File: config.mk
export PLATFORM = sky130hd
export DESIGN_NAME = kchs_ctrl
export DESIGN_NICKNAME = d
export VERILOG_FILES = /design/src/kchs_pkg.sv /design/src/kchs_ctrl.sv
export SDC_FILE = /design/constraint.sdc
export NUM_CORES = 1
export LEC_CHECK = 0
export ABC_AREA = 1
export BUFFER_PORTS_ARGS = -buffer_cell sky130_fd_sc_hd__buf_4
export CAP_MARGIN = 20
export CORE_AREA = 2 2 39 41
export CTS_CLUSTER_SIZE = 30
export DETAILED_ROUTE_END_ITERATION = 16
export DIE_AREA = 0 0 41 43
export SKIP_CTS_REPAIR_TIMING = 1
export SYNTH_ARGS = -nofsm -noshare
export SYNTH_HDL_FRONTEND = slang
export SYNTH_SLANG_ARGS = --single-unit
File: constraint.sdc
create_clock -name clk -period 1.3 [get_ports clk]
set_clock_uncertainty 0.2 [all_clocks]
set_input_delay 0.26 -clock clk [delete_from_list [all_inputs] [get_ports clk]]
set_output_delay 0.26 -clock clk [all_outputs]
set_load 0.05 [all_outputs]
File: src/kchs_pkg.sv
// Package: constants, types, the mixing function and the base encoding of the k-mer clock hash sketch.
`timescale 1ns / 1ps
package kchs_pkg;

  localparam int HASH_WORDS_DEF = 8;
  localparam int KLEN_W        = 6;
  localparam int KLEN_MAX      = 32;
  localparam int CTR_W         = 7;
  localparam int HASH_W        = 64;
  localparam int LANES         = 8;
  localparam int ROW_W         = HASH_W * CTR_W;
  localparam int MIX_SHIFT     = 33;

  localparam logic [KLEN_W-1:0] KLEN_RESET = 6'd32;
  localparam logic [63:0] MIX_C1 = 64'hff51afd7ed558ccd;
  localparam logic [63:0] MIX_C2 = 64'hc4ceb9fe1a85ec53;
  localparam logic [31:0] TOTAL_MAX = 32'hFFFF_FFFF;

  localparam logic [7:0] ASCII_C = 8'h43;
  localparam logic [7:0] ASCII_G = 8'h47;
  localparam logic [7:0] ASCII_T = 8'h54;

  localparam logic OP_PUSH = 1'b0;
  localparam logic OP_READ = 1'b1;

  typedef struct packed {
    logic push;
    logic rd;
    logic mix1;
    logic mix2;
    logic mix3;
    logic upd;
    logic load_out;
  } kchs_cmd_t;

  typedef struct packed {
    logic count;
    logic last_word;
  } kchs_sts_t;

  function automatic logic [63:0] mix64(input logic [63:0] x);
    logic [63:0] v;
    v = x ^ (x >> MIX_SHIFT);
    v = v * MIX_C1;
    v = v ^ (v >> MIX_SHIFT);
    v = v * MIX_C2;
    v = v ^ (v >> MIX_SHIFT);
    return v;
  endfunction

  function automatic logic [1:0] base_code(input logic [7:0] c);
    logic [1:0] r;
    case (c)
      ASCII_C: r = 2'd1;
      ASCII_G: r = 2'd2;
      ASCII_T: r = 2'd3;
      default: r = 2'd0;
    endcase
    return r;
  endfunction

endpackage

File: src/kchs_ctrl.sv
// Controller: sequences pushes, hash words and reads of the k-mer clock hash sketch.
`timescale 1ns / 1ps
module kchs_ctrl (
  input  logic                clk,
  input  logic                rst_n,
  input  logic                in_valid,
  output logic                in_ready,
  input  logic                in_operation,
  output logic                out_valid,
  input  logic                out_ready,
  input  kchs_pkg::kchs_sts_t sts,
  output kchs_pkg::kchs_cmd_t cmd
);

  localparam logic [2:0] ST_IDLE  = 3'd0;
  localparam logic [2:0] ST_RDOUT = 3'd1;
  localparam logic [2:0] ST_MIX1  = 3'd2;
  localparam logic [2:0] ST_MIX2  = 3'd3;
  localparam logic [2:0] ST_MIX3  = 3'd4;
  localparam logic [2:0] ST_UPD   = 3'd5;

  logic [2:0] state_r;
  logic [2:0] state_nxt;
  logic       out_valid_r;
  logic       out_valid_nxt;
  logic       accept;
  logic       slot_free;

  assign in_ready = (state_r == ST_IDLE);
  assign accept = in_valid && in_ready;
  assign slot_free = !out_valid_r || out_ready;

  always_comb begin
    cmd = '0;
    state_nxt = state_r;
    case (state_r)
      ST_IDLE: begin
        if (accept) begin
          if (in_operation == kchs_pkg::OP_READ) begin
            cmd.rd = 1'b1;
            state_nxt = ST_RDOUT;
          end else begin
            cmd.push = 1'b1;
            if (sts.count) begin
              state_nxt = ST_MIX1;
            end
          end
        end
      end
      ST_RDOUT: begin
        if (slot_free) begin
          cmd.load_out = 1'b1;
          state_nxt = ST_IDLE;
        end
      end
      ST_MIX1: begin
        cmd.mix1 = 1'b1;
        state_nxt = ST_MIX2;
      end
      ST_MIX2: begin
        cmd.mix2 = 1'b1;
        state_nxt = ST_MIX3;
      end
      ST_MIX3: begin
        cmd.mix3 = 1'b1;
        state_nxt = ST_UPD;
      end
      ST_UPD: begin
        cmd.upd = 1'b1;
        state_nxt = sts.last_word ? ST_IDLE : ST_MIX1;
      end
      default: begin
        state_nxt = ST_IDLE;
      end
    endcase
  end

  always_comb begin
    out_valid_nxt = out_valid_r;
    if (cmd.load_out) begin
      out_valid_nxt = 1'b1;
    end else if (out_ready) begin
      out_valid_nxt = 1'b0;
    end
  end

  always_ff @(posedge clk) begin
    if (!rst_n) begin
      state_r <= ST_IDLE;
      out_valid_r <= 1'b0;
    end else begin
      state_r <= state_nxt;
      out_valid_r <= out_valid_nxt;
    end
  end

  assign out_valid = out_valid_r;

  a_push_starts_mix : assert property (@(posedge clk) disable iff (!rst_n)
    (cmd.push && sts.count) |=> (state_r == ST_MIX1))
    else $error("counted k-mer did not start hashing");

  a_load_into_free_slot : assert property (@(posedge clk) disable iff (!rst_n)
    cmd.load_out |-> slot_free)
    else $error("result loaded over a pending beat");

  a_last_word_ends : assert property (@(posedge clk) disable iff (!rst_n)
    (cmd.upd && sts.last_word) |=> (state_r == ST_IDLE))
    else $error("hashing ran past the last word");

  a_read_yields_beat : assert property (@(posedge clk) disable iff (!rst_n)
    cmd.load_out |=> out_valid_r)
    else $error("loaded result not presented");

endmodule

Word level (Yosys, flattened, before mapping)
Index checks and enable logic that the tools add are counted.
- register bits after elaboration: 4
- output and inout bits: 9
- equal/unequal tests: 8
- muxes and demuxes: 18
- reductions and logical operators: 6
- operators by type and width (cell ; number):
    3-bit one-hot mux with 6 select lines ; 1
    3-bit two-way mux ; 4
    1-bit two-way mux ; 10
    3-bit by 2-bit equality test with 1-bit output, second input constant ; 2
    3-bit equality test, second input constant ; 2
    2-bit two-way mux ; 3
    3-bit by 1-bit equality test with 1-bit output, second input constant ; 1
    3-bit zero test ; 1
    3-bit by 1-bit != test with 1-bit output, second input constant ; 1
    3-bit AND reduction ; 1
    2-bit by 1-bit != test with 1-bit output, second input constant ; 1
    2-bit != test, second input constant ; 1
    2-bit nonzero test ; 1
    1-bit logical AND ; 1
    1-bit zero test ; 1
    1-bit logical OR ; 1

Logic depth before layout (Yosys ltp)
- word-level depth: 5
- gate-level depth with buffers: 7
- mapped depth without buffers: 7

Worst setup path after synthesis
OpenSTA, ideal clock, no wires.
- kind: flip-flop to output port
- from: reg state_r[0]
- to: out cmd[5] in the netlist's numbering
- data arrival time: 1.581 ns
- required time: 0.840 ns
- path slack: -0.741 ns
- cell stages (with the launch flop): 4
- cells stage by stage: dfxtp_1 > nor2_2 > nand2_2 > nor3_1
- RTL lines (element ; RTL line ; RTL):
    from (decl) ; kchs_ctrl.sv:22 ; logic [2:0] state_r;
    from (signal assigned) ; kchs_ctrl.sv:92 ; state_r <= state_nxt;
    to (decl) ; kchs_ctrl.sv:12 ; output kchs_pkg::kchs_cmd_t cmd

==> impl_summary.txt <==
----------------------------------------------------
[Die]
  Number of placement rows ... 14
  Area of the core ... 0.00138 mm2
  Die Y-Extent ... 43 um
  Initial Utilization ... 21.7%
  Die width ... roughly 40 um
  Area enclosed by the die boundary ... 0.00176 mm2
  Total I/O pin count ... 16

[Setup path]
  Slowest cell delay on critical path ... 0.36 ns
  Slowest cell on the critical path ... dfxtp_4
  Worst path buffer plus inverter count ... 2
  Element type at the critical path start ... flip-flop
  Gate family responsible for the most delay along the worst path ... flip-flops
  Category of the worst setup path capture point ... primary output
  CP required ... 0.84 ns
  Data arrival, critical path ... about 1.2 ns
  Crit Path Max Fanout ... 3
  Setup CP Type ... reg2out
  Cell-by-cell listing of the critical path ... nor2_4 > nand2_4 > inv_8 > nand2_4 > nor2_4 > buf_8

[STA]
  Measured slew at the worst slew-check pin ... 0.196 ns
  Achievable frequency ... 612 MHz
  Final setup margin ... -0.335 ns
  Max-slew violation count ... 0
  Final Hold Vio Count ... 0
  Final cycle utilization of the critical path ... 126%
  Max_slew headroom ... 86.8%
  Unrepaired setup endpoints after global routing ... yes
  Final Critical Period ... 1.64 ns
  Setup violations, final ... 10

[Finish]
  Post-route design area ... 767 um2
  Growth of design area from synthesis to finish ... 155%
  Area taken by multi-input logic gates ... around 270 um2
  Number of inserted diodes ... 0
  Share of final-layout standard cells stronger than drive strength 1 ... 80.8%
  Total number of nets in the final design ... 86
  Fill cell instance count of the final layout ... 138
  Fin cells ... 94
  Sequential Area ... 92.6 um2
  Share of the core filled with cells ... 55.4%

[Synth]
  Register area share after synthesis ... 26.7%
  Number of distinct library cell variants in the gate-level netlist after synthesis ... 17
  Flip-flop and latch count after synthesis ... 4
  Synthesized area divided by synthesized cell count ... 6.53 um2
  Top area cells in the synthesized netlist ... dfxtp_1 (27%), inv_1 (11%), nand3_2 (10%), nor2_1 (7.5%), nand2_1 (6.3%)
  Synthesized area ... 300 um2
  Area leader, netlist ... dfxtp_1
  Area share of the largest cell type after synthesis ... 26.7%
  Syn nets ... 53
  Post-Synthesis Cells ... 46
  Synthesis Warnings ... 0

[GRT]
  Maximum number of pins on one net before global-route repair ... 6
  Initial antenna violation count ... 0
  Residual overflow from global routing ... 0
  Via count of the first global-routing pass ... 341
  Gr usage total ... 12.3%
  Wire length of the first global-routing pass ... 1390 um

[Detailed routing]
  Wire length on met1 ... 293 um
  Vias per cell ... about 4.2
  Met2 wire length ... between 500 and 600 um
  Detail Route Antenna Nets ... 0
  Total length of routed met3 wires ... 37 um
  Count of routing violations after the opening detailed-route iteration ... 0
  Wire length reported by the detailed router ... 901 um
  Detail-routed net length per standard cell ... 9.59 um
  Vias ... 399
  DRC errors left ... 0
  Number of optimization iterations in the first detailed-route pass ... 1
  Uppermost metal layer occupied by signal nets ... met4

[Power and ir drop]
  Leakage dissipation ... 0.342 nW
  Sequential share of power ... 21.1%
  Logic gate share of total power ... ~54%
  Pwr Density ... 916 mW/mm2
  Peak VDD IR ... 0.389 mV
  Share of total power consumed by net switching ... about two fifths
  Clock power frac ... 24.7%
  Switch Pwr ... 0.282 mW
  Cell-internal power ... 0.421 mW

[Clock tree]
  Clock-pin slew reported for the worst setup and hold paths after clock tree synthesis ... about 0.040 ns
  TritonCTS clock tree ... done
  Buffers from clock root to sink, at most ... 2
  Cell at the root of the clock tree ... clkbuf_4
  Worst skew pair latency ... 0.24 ns
  H-tree Lvls ... 1
  Num CTS Buffers ... 3
  Clock Sink Count ... 4

[Place]
  Post-placement cell area ... 586 um2
  Final RePlAce weighted congestion ... 0.728
  Post-placement setup slack ... -0.0966 ns
  Half-perimeter wire length of the detailed placement result ... between 600 and 700 um
  Number of cells after detailed placement ... 86
  Port bufs ... 15

[Run]
  Max-cap check violation count ... 0

[Min path]
  Worst min-delay path category ... in2reg

[Outcome]
  Violations in the final reports ... negative setup slack
  Result of the run ... finished, violations left

----------------------------------------------------
## cells by family (layout without fill, tap and decap cells)
family,count (synthesis),in the layout,share of synthesized area (%)
compound gates,4,4,7.92
buf+inv,13,45,17.5
flops,4,4,26.7
simple gates,25,25,47.9
## synthesized netlist by cell type
master / count
inv_1: 9
nand3_1: 2
o21ai_0: 1
inv_2: 3
buf_4: 1
nand4_1: 1
nor2_2: 3
nand2_2: 1
nor2_4: 1
dfxtp_1: 4
nand2_1: 5
a21oi_2: 1
nand3_2: 3
nor3_2: 1
a21oi_1: 2
nor3_1: 2
nor2_1: 6
## state kept, by name, summed over array words and instances (netlist names)
| signal | flops |
|---|---|
| state_r | 3 |
| out_valid | 1 |
## stage by stage
| step | power (mW) | hold WS (ns) | TNS [ns] |
|---|---|---|---|
| final | 0.703 | 0.0773 | -2.31 |
| after global routing | 0.750 | 0.0899 | -2.85 |
| after CTS | 0.626 | 0.0960 | -2.53 |
| after detailed placement | 0.445 | 0.325 | -0.277 |
| after global placement | 0.442 | 0.311 | -0.190 |
| after floorplan | 0.351 | 0.226 | -0.525 |
## power groups by stage
stage | Sequential (mW) | Combinational (mW) | Clock [mW]
floorplan | 0.155 | 0.196 | 0
global placement | 0.147 | 0.295 | 0
detailed placement | 0.147 | 0.298 | 0
CTS | 0.146 | 0.300 | 0.179
global route | 0.149 | 0.403 | 0.199
finish | 0.148 | 0.381 | 0.173
## area by class of cell
type                            instances  share of cell area [%]
Clock buffer                            4                    3.43
Tap cell                               16                    2.61
Timing Repair Buffer                   29                    37.4
Multi-Input combinational cell         29                    34.9
Sequential cell                         4                    12.1
Inverter                               12                    9.62
## path summary, 6_finish.rpt
kind | from | endpoint | slack, ns | cells after the start
min | rst_n | state_r[1] | 0.08 | 3
min reg2reg | out_valid | out_valid | 0.38 | 2
max | state_r[0] | cmd[6] | -0.34 | 6
max reg2reg | state_r[0] | state_r[1] | -0.09 | 9
## layer usage
metal  track usage, %  vias to the layer above
met3             3.14                        2
met5                0                        -
met1             12.0                      184
li1                 -                      203
met2             20.9                       10
met4             8.00                        0
## cells in the final DEF (no fill, tap or decap), drive strengths merged, types with 3 or more instances in the layout
| cell type | synthesis | final |
|---|---|---|
| inv | 12 | 11 |
| buf | 1 | 29 |
| a21oi | 3 | 3 |
| clkbuf | 0 | 4 |
| nor3 | 3 | 3 |
| nand3 | 5 | 5 |
| nand2 | 6 | 6 |
| nor2 | 10 | 10 |
| dfxtp | 4 | 4 |
## worst min-delay path, delay by kind of cell
family        cells  cell delay (ns)
buf+inv           2             0.14
simple gates      1             0.08
(Power assumes the default switching activity.)
